### src/rtl/core/sfre_pkg.sv
// shared constants, types and helpers of the resonator envelope core
package sfre_pkg;

    localparam int SAMPLE_BITS   = 16;
    localparam int STATE_BITS    = 28;
    localparam int COEF_BITS     = 18;
    localparam int FRAC_BITS     = 16;
    localparam int POWER_BITS    = 56;
    localparam int CFG_IDX_BITS  = 2;
    localparam int CFG_DATA_BITS = COEF_BITS;
    localparam int DIFF_BITS     = SAMPLE_BITS + 1;
    localparam int PROD_BITS     = 2 * STATE_BITS;
    localparam int ACC_BITS      = PROD_BITS + 1;
    localparam int SUM_BITS      = ACC_BITS - FRAC_BITS + 1;

    localparam logic [ACC_BITS-1:0] ROUND_HALF = ACC_BITS'(1) << (FRAC_BITS - 1);

    typedef enum logic [CFG_IDX_BITS-1:0] {
        CFG_COEF_COS      = 2'd0,
        CFG_COEF_SIN      = 2'd1,
        CFG_DIFFERENTIATE = 2'd2
    } t_cfg_index;

    function automatic logic signed [STATE_BITS-1:0] sat_state(
        input logic signed [SUM_BITS-1:0] v
    );
        logic [SUM_BITS-STATE_BITS:0] top;
        logic signed [STATE_BITS-1:0] res;
        top = v[SUM_BITS-1:STATE_BITS-1];
        if ((&top) || (~|top)) begin
            res = v[STATE_BITS-1:0];
        end else if (v[SUM_BITS-1]) begin
            res = {1'b1, {(STATE_BITS-1){1'b0}}};
        end else begin
            res = {1'b0, {(STATE_BITS-1){1'b1}}};
        end
        return res;
    endfunction

endpackage

### src/rtl/core/sfre_in_if.sv
// input item channel: audio sample and first-sample flag
interface sfre_in_if import sfre_pkg::*; ();
    logic                          valid;
    logic                          ready;
    logic signed [SAMPLE_BITS-1:0] sample;
    logic                          first_sample;

    modport source (output valid, output sample, output first_sample, input ready);
    modport sink (input valid, input sample, input first_sample, output ready);
endinterface

### src/rtl/core/sfre_out_if.sv
// result item channel: resonator state and envelope power
interface sfre_out_if import sfre_pkg::*; ();
    logic                         valid;
    logic                         ready;
    logic signed [STATE_BITS-1:0] real_part;
    logic signed [STATE_BITS-1:0] imag_part;
    logic [POWER_BITS-1:0]        envelope_power;

    modport source (output valid, output real_part, output imag_part,
                    output envelope_power, input ready);
    modport sink (input valid, input real_part, input imag_part,
                  input envelope_power, output ready);
endinterface

### src/rtl/core/single_frequency_resonator_envelope_core.sv
// single-frequency complex resonator with envelope power, one shared multiplier
//
// i_in carries one signed audio sample per item plus a first-sample flag that
// clears the resonator and the previous sample before the item is used.
// o_out returns one item per input: new real and imaginary state (saturated)
// and re^2 + im^2. coefficients and the differencing switch are written on
// the cfg port (index 0 cos, 1 sin, 2 differentiate); the user must write
// them only while the core is idle, as the core itself does not enforce it.
// one 28x28 signed multiplier is reused under a sequencer: four products for
// the resonator update, then two squares for the power, through states
// ST_CR to ST_PS; the result is then valid in ST_OUT. i_in.ready is high
// only while the core is idle. if the sink stalls, the result is held
// unchanged in place and no new item is taken until it is delivered.
// synchronous reset clears the coefficients, sets differencing on, zeroes
// the filter state and previous sample, and leaves the core idle and ready.
module single_frequency_resonator_envelope_core import sfre_pkg::*; (
    input  logic                     i_clk,
    input  logic                     i_rst_n,
    input  logic                     i_cfg_wr_en,
    input  logic [CFG_IDX_BITS-1:0]  i_cfg_index,
    input  logic [CFG_DATA_BITS-1:0] i_cfg_data,
    sfre_in_if.sink                  i_in,
    sfre_out_if.source               o_out
);

    typedef enum logic [9:0] {
        ST_IDLE = 10'b00_0000_0001,
        ST_CR   = 10'b00_0000_0010,
        ST_SI   = 10'b00_0000_0100,
        ST_CI   = 10'b00_0000_1000,
        ST_SR   = 10'b00_0001_0000,
        ST_RR   = 10'b00_0010_0000,
        ST_IW   = 10'b00_0100_0000,
        ST_II   = 10'b00_1000_0000,
        ST_PS   = 10'b01_0000_0000,
        ST_OUT  = 10'b10_0000_0000
    } t_state;

    t_state                        r_state, n_state;
    logic signed [COEF_BITS-1:0]   r_coef_cos;
    logic signed [COEF_BITS-1:0]   r_coef_sin;
    logic                          r_diff;
    logic signed [SAMPLE_BITS-1:0] r_prev;
    logic signed [STATE_BITS-1:0]  r_re;
    logic signed [STATE_BITS-1:0]  r_im;
    logic signed [DIFF_BITS-1:0]   r_d;
    logic signed [PROD_BITS-1:0]   r_prod;
    logic signed [ACC_BITS-1:0]    r_acc;

    logic                          in_acc;
    logic signed [SAMPLE_BITS-1:0] prev_eff;
    logic signed [DIFF_BITS-1:0]   d_val;
    logic signed [STATE_BITS-1:0]  cos_ext, sin_ext;
    logic signed [STATE_BITS-1:0]  mul_a, mul_b;
    logic signed [PROD_BITS-1:0]   product;
    logic signed [ACC_BITS-1:0]    prod_ext;
    logic [ACC_BITS-1:0]           rnd;
    logic signed [SUM_BITS-2:0]    shifted;
    logic signed [DIFF_BITS-1:0]   addend;
    logic signed [SUM_BITS-1:0]    state_sum;
    logic signed [STATE_BITS-1:0]  state_sat;

    assign in_acc      = i_in.valid && i_in.ready;
    assign i_in.ready  = (r_state == ST_IDLE);
    assign o_out.valid = (r_state == ST_OUT);
    assign o_out.real_part      = r_re;
    assign o_out.imag_part      = r_im;
    assign o_out.envelope_power = r_acc[POWER_BITS-1:0];

    assign prev_eff = i_in.first_sample ? '0 : r_prev;
    assign d_val    = r_diff ? (DIFF_BITS'(i_in.sample) - DIFF_BITS'(prev_eff))
                             : DIFF_BITS'(i_in.sample);

    assign cos_ext = {{(STATE_BITS-COEF_BITS){r_coef_cos[COEF_BITS-1]}}, r_coef_cos};
    assign sin_ext = {{(STATE_BITS-COEF_BITS){r_coef_sin[COEF_BITS-1]}}, r_coef_sin};

    always_comb begin
        case (r_state)
            ST_CR: begin
                mul_a = cos_ext;
                mul_b = r_re;
            end
            ST_SI: begin
                mul_a = sin_ext;
                mul_b = r_im;
            end
            ST_CI: begin
                mul_a = cos_ext;
                mul_b = r_im;
            end
            ST_SR: begin
                mul_a = sin_ext;
                mul_b = r_re;
            end
            ST_II: begin
                mul_a = r_im;
                mul_b = r_im;
            end
            default: begin
                mul_a = r_re;
                mul_b = r_re;
            end
        endcase
    end

    assign product  = mul_a * mul_b;
    assign prod_ext = ACC_BITS'(r_prod);

    // round half up, floor shift, add drive term on the real step, saturate
    assign rnd       = r_acc + ROUND_HALF;
    assign shifted   = rnd[ACC_BITS-1:FRAC_BITS];
    assign addend    = (r_state == ST_SR) ? r_d : '0;
    assign state_sum = SUM_BITS'(shifted) + SUM_BITS'(addend);
    assign state_sat = sat_state(state_sum);

    always_comb begin
        case (r_state)
            ST_IDLE: n_state = in_acc ? ST_CR : ST_IDLE;
            ST_CR:   n_state = ST_SI;
            ST_SI:   n_state = ST_CI;
            ST_CI:   n_state = ST_SR;
            ST_SR:   n_state = ST_RR;
            ST_RR:   n_state = ST_IW;
            ST_IW:   n_state = ST_II;
            ST_II:   n_state = ST_PS;
            ST_PS:   n_state = ST_OUT;
            ST_OUT:  n_state = o_out.ready ? ST_IDLE : ST_OUT;
            default: n_state = ST_IDLE;
        endcase
    end

    always_ff @(posedge i_clk) begin
        if (!i_rst_n) begin
            r_state    <= ST_IDLE;
            r_coef_cos <= '0;
            r_coef_sin <= '0;
            r_diff     <= 1'b1;
            r_prev     <= '0;
            r_re       <= '0;
            r_im       <= '0;
        end else begin
            r_state <= n_state;
            if (i_cfg_wr_en) begin
                case (t_cfg_index'(i_cfg_index))
                    CFG_COEF_COS:      r_coef_cos <= i_cfg_data[COEF_BITS-1:0];
                    CFG_COEF_SIN:      r_coef_sin <= i_cfg_data[COEF_BITS-1:0];
                    CFG_DIFFERENTIATE: r_diff     <= i_cfg_data[0];
                    default: ;
                endcase
            end
            if (in_acc) begin
                r_prev <= i_in.sample;
                if (i_in.first_sample) begin
                    r_re <= '0;
                    r_im <= '0;
                end
            end
            if (r_state == ST_SR) begin
                r_re <= state_sat;
            end
            if (r_state == ST_IW) begin
                r_im <= state_sat;
            end
        end
    end

    always_ff @(posedge i_clk) begin
        r_prod <= product;
        if (in_acc) begin
            r_d <= d_val;
        end
        case (r_state)
            ST_SI, ST_SR, ST_IW: r_acc <= prod_ext;
            ST_CI:               r_acc <= r_acc - prod_ext;
            ST_RR, ST_PS:        r_acc <= r_acc + prod_ext;
            default: ;
        endcase
    end

endmodule

### src/flat_wrapper.sv
// flat-port wrapper written by rule: the top's interface ports become plain ports
module single_frequency_resonator_envelope_core_flat import sfre_pkg::*;
  (i_clk, i_rst_n, i_cfg_wr_en, i_cfg_index, i_cfg_data, i_in_valid, i_in_sample, i_in_first_sample, i_in_ready, o_out_valid, o_out_real_part, o_out_imag_part, o_out_envelope_power, o_out_ready);
  sfre_in_if i_in_i ();
  sfre_out_if o_out_i ();
  input  logic i_clk;
  input  logic i_rst_n;
  input  logic i_cfg_wr_en;
  input  logic [CFG_IDX_BITS-1:0] i_cfg_index;
  input  logic [CFG_DATA_BITS-1:0] i_cfg_data;
  input wire logic [$bits(i_in_i.valid)-1:0] i_in_valid;
  input wire logic [$bits(i_in_i.sample)-1:0] i_in_sample;
  input wire logic [$bits(i_in_i.first_sample)-1:0] i_in_first_sample;
  output wire logic [$bits(i_in_i.ready)-1:0] i_in_ready;
  output wire logic [$bits(o_out_i.valid)-1:0] o_out_valid;
  output wire logic [$bits(o_out_i.real_part)-1:0] o_out_real_part;
  output wire logic [$bits(o_out_i.imag_part)-1:0] o_out_imag_part;
  output wire logic [$bits(o_out_i.envelope_power)-1:0] o_out_envelope_power;
  input wire logic [$bits(o_out_i.ready)-1:0] o_out_ready;
  assign i_in_i.valid = i_in_valid;
  assign i_in_i.sample = i_in_sample;
  assign i_in_i.first_sample = i_in_first_sample;
  assign i_in_ready = i_in_i.ready;
  assign o_out_valid = o_out_i.valid;
  assign o_out_real_part = o_out_i.real_part;
  assign o_out_imag_part = o_out_i.imag_part;
  assign o_out_envelope_power = o_out_i.envelope_power;
  assign o_out_i.ready = o_out_ready;
  single_frequency_resonator_envelope_core u_core (.i_clk(i_clk), .i_rst_n(i_rst_n), .i_cfg_wr_en(i_cfg_wr_en), .i_cfg_index(i_cfg_index), .i_cfg_data(i_cfg_data), .i_in(i_in_i), .o_out(o_out_i));
endmodule
### config.mk
export PLATFORM = sky130hd
export DESIGN_NAME = single_frequency_resonator_envelope_core_flat
export DESIGN_NICKNAME = d
export VERILOG_FILES = /design/src/rtl/core/sfre_pkg.sv /design/src/rtl/core/sfre_in_if.sv /design/src/rtl/core/sfre_out_if.sv /design/src/rtl/core/single_frequency_resonator_envelope_core.sv /design/src/flat_wrapper.sv
export SDC_FILE = /design/constraint.sdc
export NUM_CORES = 2
export LEC_CHECK = 0
export ABC_AREA = 0
export BUFFER_PORTS_ARGS = -buffer_cell sky130_fd_sc_hd__buf_2
export CAP_MARGIN = 20
export CORE_AREA = 2 2 278 308
export CTS_CLUSTER_DIAMETER = 80
export CTS_CLUSTER_SIZE = 25
export DETAILED_ROUTE_END_ITERATION = 10
export DIE_AREA = 0 0 280 310
export PLACE_DENSITY = 0.84
export RECOVER_POWER = 100
export SLEW_MARGIN = 20
export SYNTH_ARGS = -nofsm -noshare
export SYNTH_HDL_FRONTEND = slang
export SYNTH_SLANG_ARGS = --single-unit
### constraint.sdc
create_clock -name i_clk -period 8.8 [get_ports i_clk]
set_input_delay 0.88 -clock i_clk [delete_from_list [all_inputs] [get_ports i_clk]]
set_output_delay 0.88 -clock i_clk [all_outputs]
set_load 0.005 [all_outputs]
==> impl_metrics.yaml <==
route:
  vias_per_cell: 6.050
  drc: 0
  via_count: 41440
  drtAntennaViolNets: 0
  drtPass1Iterations: 10
  drtIter0Drc: 4603
  drt_wl_total_um: 166200
  wl_per_cell_um: 24.26
power_and_ir_drop:
  max-vdd-ir-drop_mv: 0.09324
  power.leakage_nw: 26.38
  p_per_area_nw_per_um2: 47.02
synth:
  synthAdderAreaFrac_pct: 44.44
  yosysWarnings: 0
  syn_area_per_cell_um2: 8.741
  synthArstFlopShare_pct: 0
  synthCells: 5223
  synth_top_area_cell: "fa_1"
  synth.cell_area_um2: 45650
  synth_fp_nets: 6391
  synth_seq_cells: 249
  synth_top_family_by_area: "adder cells"
  synth-xor-area-share_pct: 4.681
  synthTopCellsByArea: "fa_1, ha_1, dfxtp_1"
  synth-compound-area-share_pct: 12.06
  yosysTopAreaCellShare_pct: 36.22
  synth-simple-area-share_pct: 15.01
  synth.most_common_cell: "inv_1"
  ys.flop_type: "dfxtp_1"
  seq_area_frac_synth_pct: 12.54
  ys_top_cells_by_count: "inv_1, fa_1, nand2_1, nor2_1, ha_1"
  yosys-mux-area-fraction_pct: 1.409
  synth-edff-count: 74
  synthDistinctLibCells: 98
cts:
  htree_levels: 1
  clk_path_buf_depth: 3
  root_buffer: "clkbuf_16"
  clkSlewWorstSetupHoldPaths_ns: 0.11
  cts_hold_buf: 0
  cts_tree: "built"
  cts_sinks: 249
  clk_latency_ns: 0.58
  numCtsBuffers: 18
sta:
  tightest_slew_ns: 1.120
  fin_crit_ns: 9.319
  relSlewSlack_pct: 24.79
  setup_viol: 22
  fin_skew_ns: 0.03438
  period_share_pct: 105.9
  slew_violations: 0
  whs_ns: 0.4722
  setup_slack_ns: -0.5186
  grt_setup_unrepaired: "yes"
  hold_viol_final: 0
  fmax_mhz: 107.3
  tns_ns: -6.210
grt:
  grtUsageTotal_pct: 37.64
  antenna_found_initial: 11
  overflow: 0
  first_global_vias: 42610
  grt_pass1_wl_um: 246100
  grt_max_degree: 68
finish:
  nets: 6917
  area_delta_synth_final_pct: 18.89
  drive_gt1_share_pct: 20.25
  fin_area_um2: 54280
die:
  die_area_um2: 86800
  num_rows: 112
  num_io_pins: 156
  initial_utilization_pct: 54.39
  core_um2: 83940
  die_w_um: 280
  die_height_um: 310
run:
  cap_violations: 0
setup_path:
  crit_path_frequent_cell: "fa_1"
  cp_slowest_cell: "fa_1"
  critPathArrivalTime_ns: 9.82
  cp-start-kind: "flip-flop"
  criticalPathCategory: "flip-flop to flip-flop"
  max_stage_delay_ns: 0.56
  crit_path_end_kind: "flip-flop"
  crit_fanout: 16
  crit_required_ns: 9.30
placed_design:
  gp_congestion: 1.057
  hpwl_um: 131400
  pre_cts_slack_ns: -0.7263
  postPlaceCellArea_um2: 50900
  io_buffers: 155
outcome:
  outcome: "finished with violations"
  failed_checks: "negative setup slack"
hold_path:
  min_path_type: "flip-flop to flip-flop"
## metrics by stage
| step | instances | total power [mW] | util, % |
|---|---|---|---|
| after floorplan | 5223 | 1.405 | - |
| after global placement | 6706 | 1.550 | 60.63 |
| after detailed placement | 6706 | 1.556 | 60.64 |
| after CTS | 6799 | 2.507 | 63.10 |
| after global routing | 6844 | 2.606 | 64.64 |
| final | 6849 | 2.552 | 64.66 |
## cells in the final DEF (no fill, tap or decap), types with 30 or more instances in the layout
cell,count
and2_1,35
a21oi_1,203
nor2_1,510
fa_1,790
fa_2,36
a21oi_2,37
ha_1,267
buf_6,60
buf_12,43
and3_1,30
nand3_1,56
nor3_1,36
mux2_2,31
o21a_1,37
nand2b_1,49
xor2_1,79
ha_4,31
inv_1,828
o21ai_1,60
edfxtp_1,74
a21o_1,84
xnor2_1,159
nand2_1,677
dfxtp_1,170
o21ai_0,110
o31ai_1,33
buf_2,154
a21boi_0,60
buf_4,493
## registers in the layout, indices dropped and copies added (netlist names)
register                count
u_core.r_coef_sin          18
u_core.o_out.real_part     28
u_core.r_state             10
u_core.r_diff               1
u_core.r_coef_cos          18
u_core.r_prev              16
u_core.r_acc               57
u_core.r_prod              56
u_core.r_d                 17
u_core.o_out.imag_part     28
## layer usage
layer / track usage [%] / up-vias / wire, um
met1: 42.80 / 20250 / 55710
met4: 28.93 / 10 / 16630
met5: 0 / - / 105
li1: - / 17540 / -
met2: 60.47 / 2637 / 74710
met3: 10.41 / 1007 / 19010
## final cells by class
cell class | instances | area, um^2
tap | 1083 | 1355
clock inverter | 11 | 168.9
sequential | 249 | 5732
inverter | 853 | 3212
timing repair buffer | 769 | 6360
antenna | 7 | 17.52
multi-input combinational | 3858 | 36980
fill | 6489 | 29660
clock buffer | 19 | 454.2
## cell families after synthesis
family,count (synthesis)
flops,249
buf+inv,1118
fa+ha+maj,1126
compound gates,840
xor+xnor,244
mux,60
simple gates,1586
## worst paths after layout
check	slack [ns]	cells after the start	startpoint	endpoint
setup / recovery	-0.52	39	u_core.r_state[9]$_SDFF_PN0_	u_core.r_prod[55]$_DFF_P_
hold / removal	0.47	2	u_core.r_prev[1]$_SDFFE_PN0P_	u_core.r_prev[1]$_SDFFE_PN0P_
hold reg to reg	0.47	2	u_core.r_prev[1]$_SDFFE_PN0P_	u_core.r_prev[1]$_SDFFE_PN0P_
setup reg to reg	-0.52	39	u_core.r_state[9]$_SDFF_PN0_	u_core.r_prod[55]$_DFF_P_
## power breakdown
part | internal (mW) | total (mW) | leakage [nW] | switching [mW]
sequential | 1.20 | 1.22 | 2.10 | 0.0181
clock | 0.413 | 0.941 | 0.302 | 0.528
combinational | 0.162 | 0.389 | 24.0 | 0.228
total | 1.78 | 2.55 | 26.4 | 0.773
## critical path: cells and delay by family (launching register included)
family / cells / cell delay [ns]
fa+ha+maj: 9 / 4.01
simple gates: 12 / 1.62
compound gates: 9 / 2.09
buf+inv: 9 / 1.12
flops: 1 / 0.36
## timing repair
action / in CTS / in global routing
buffers inserted: 58 / 46
pin swaps: 64 / 117
gates cloned: 6 / 5
resized for setup: 211 / 203
setup endpoints to repair: 27 / 26
Note: power is estimated with default switching activity, not from simulation.
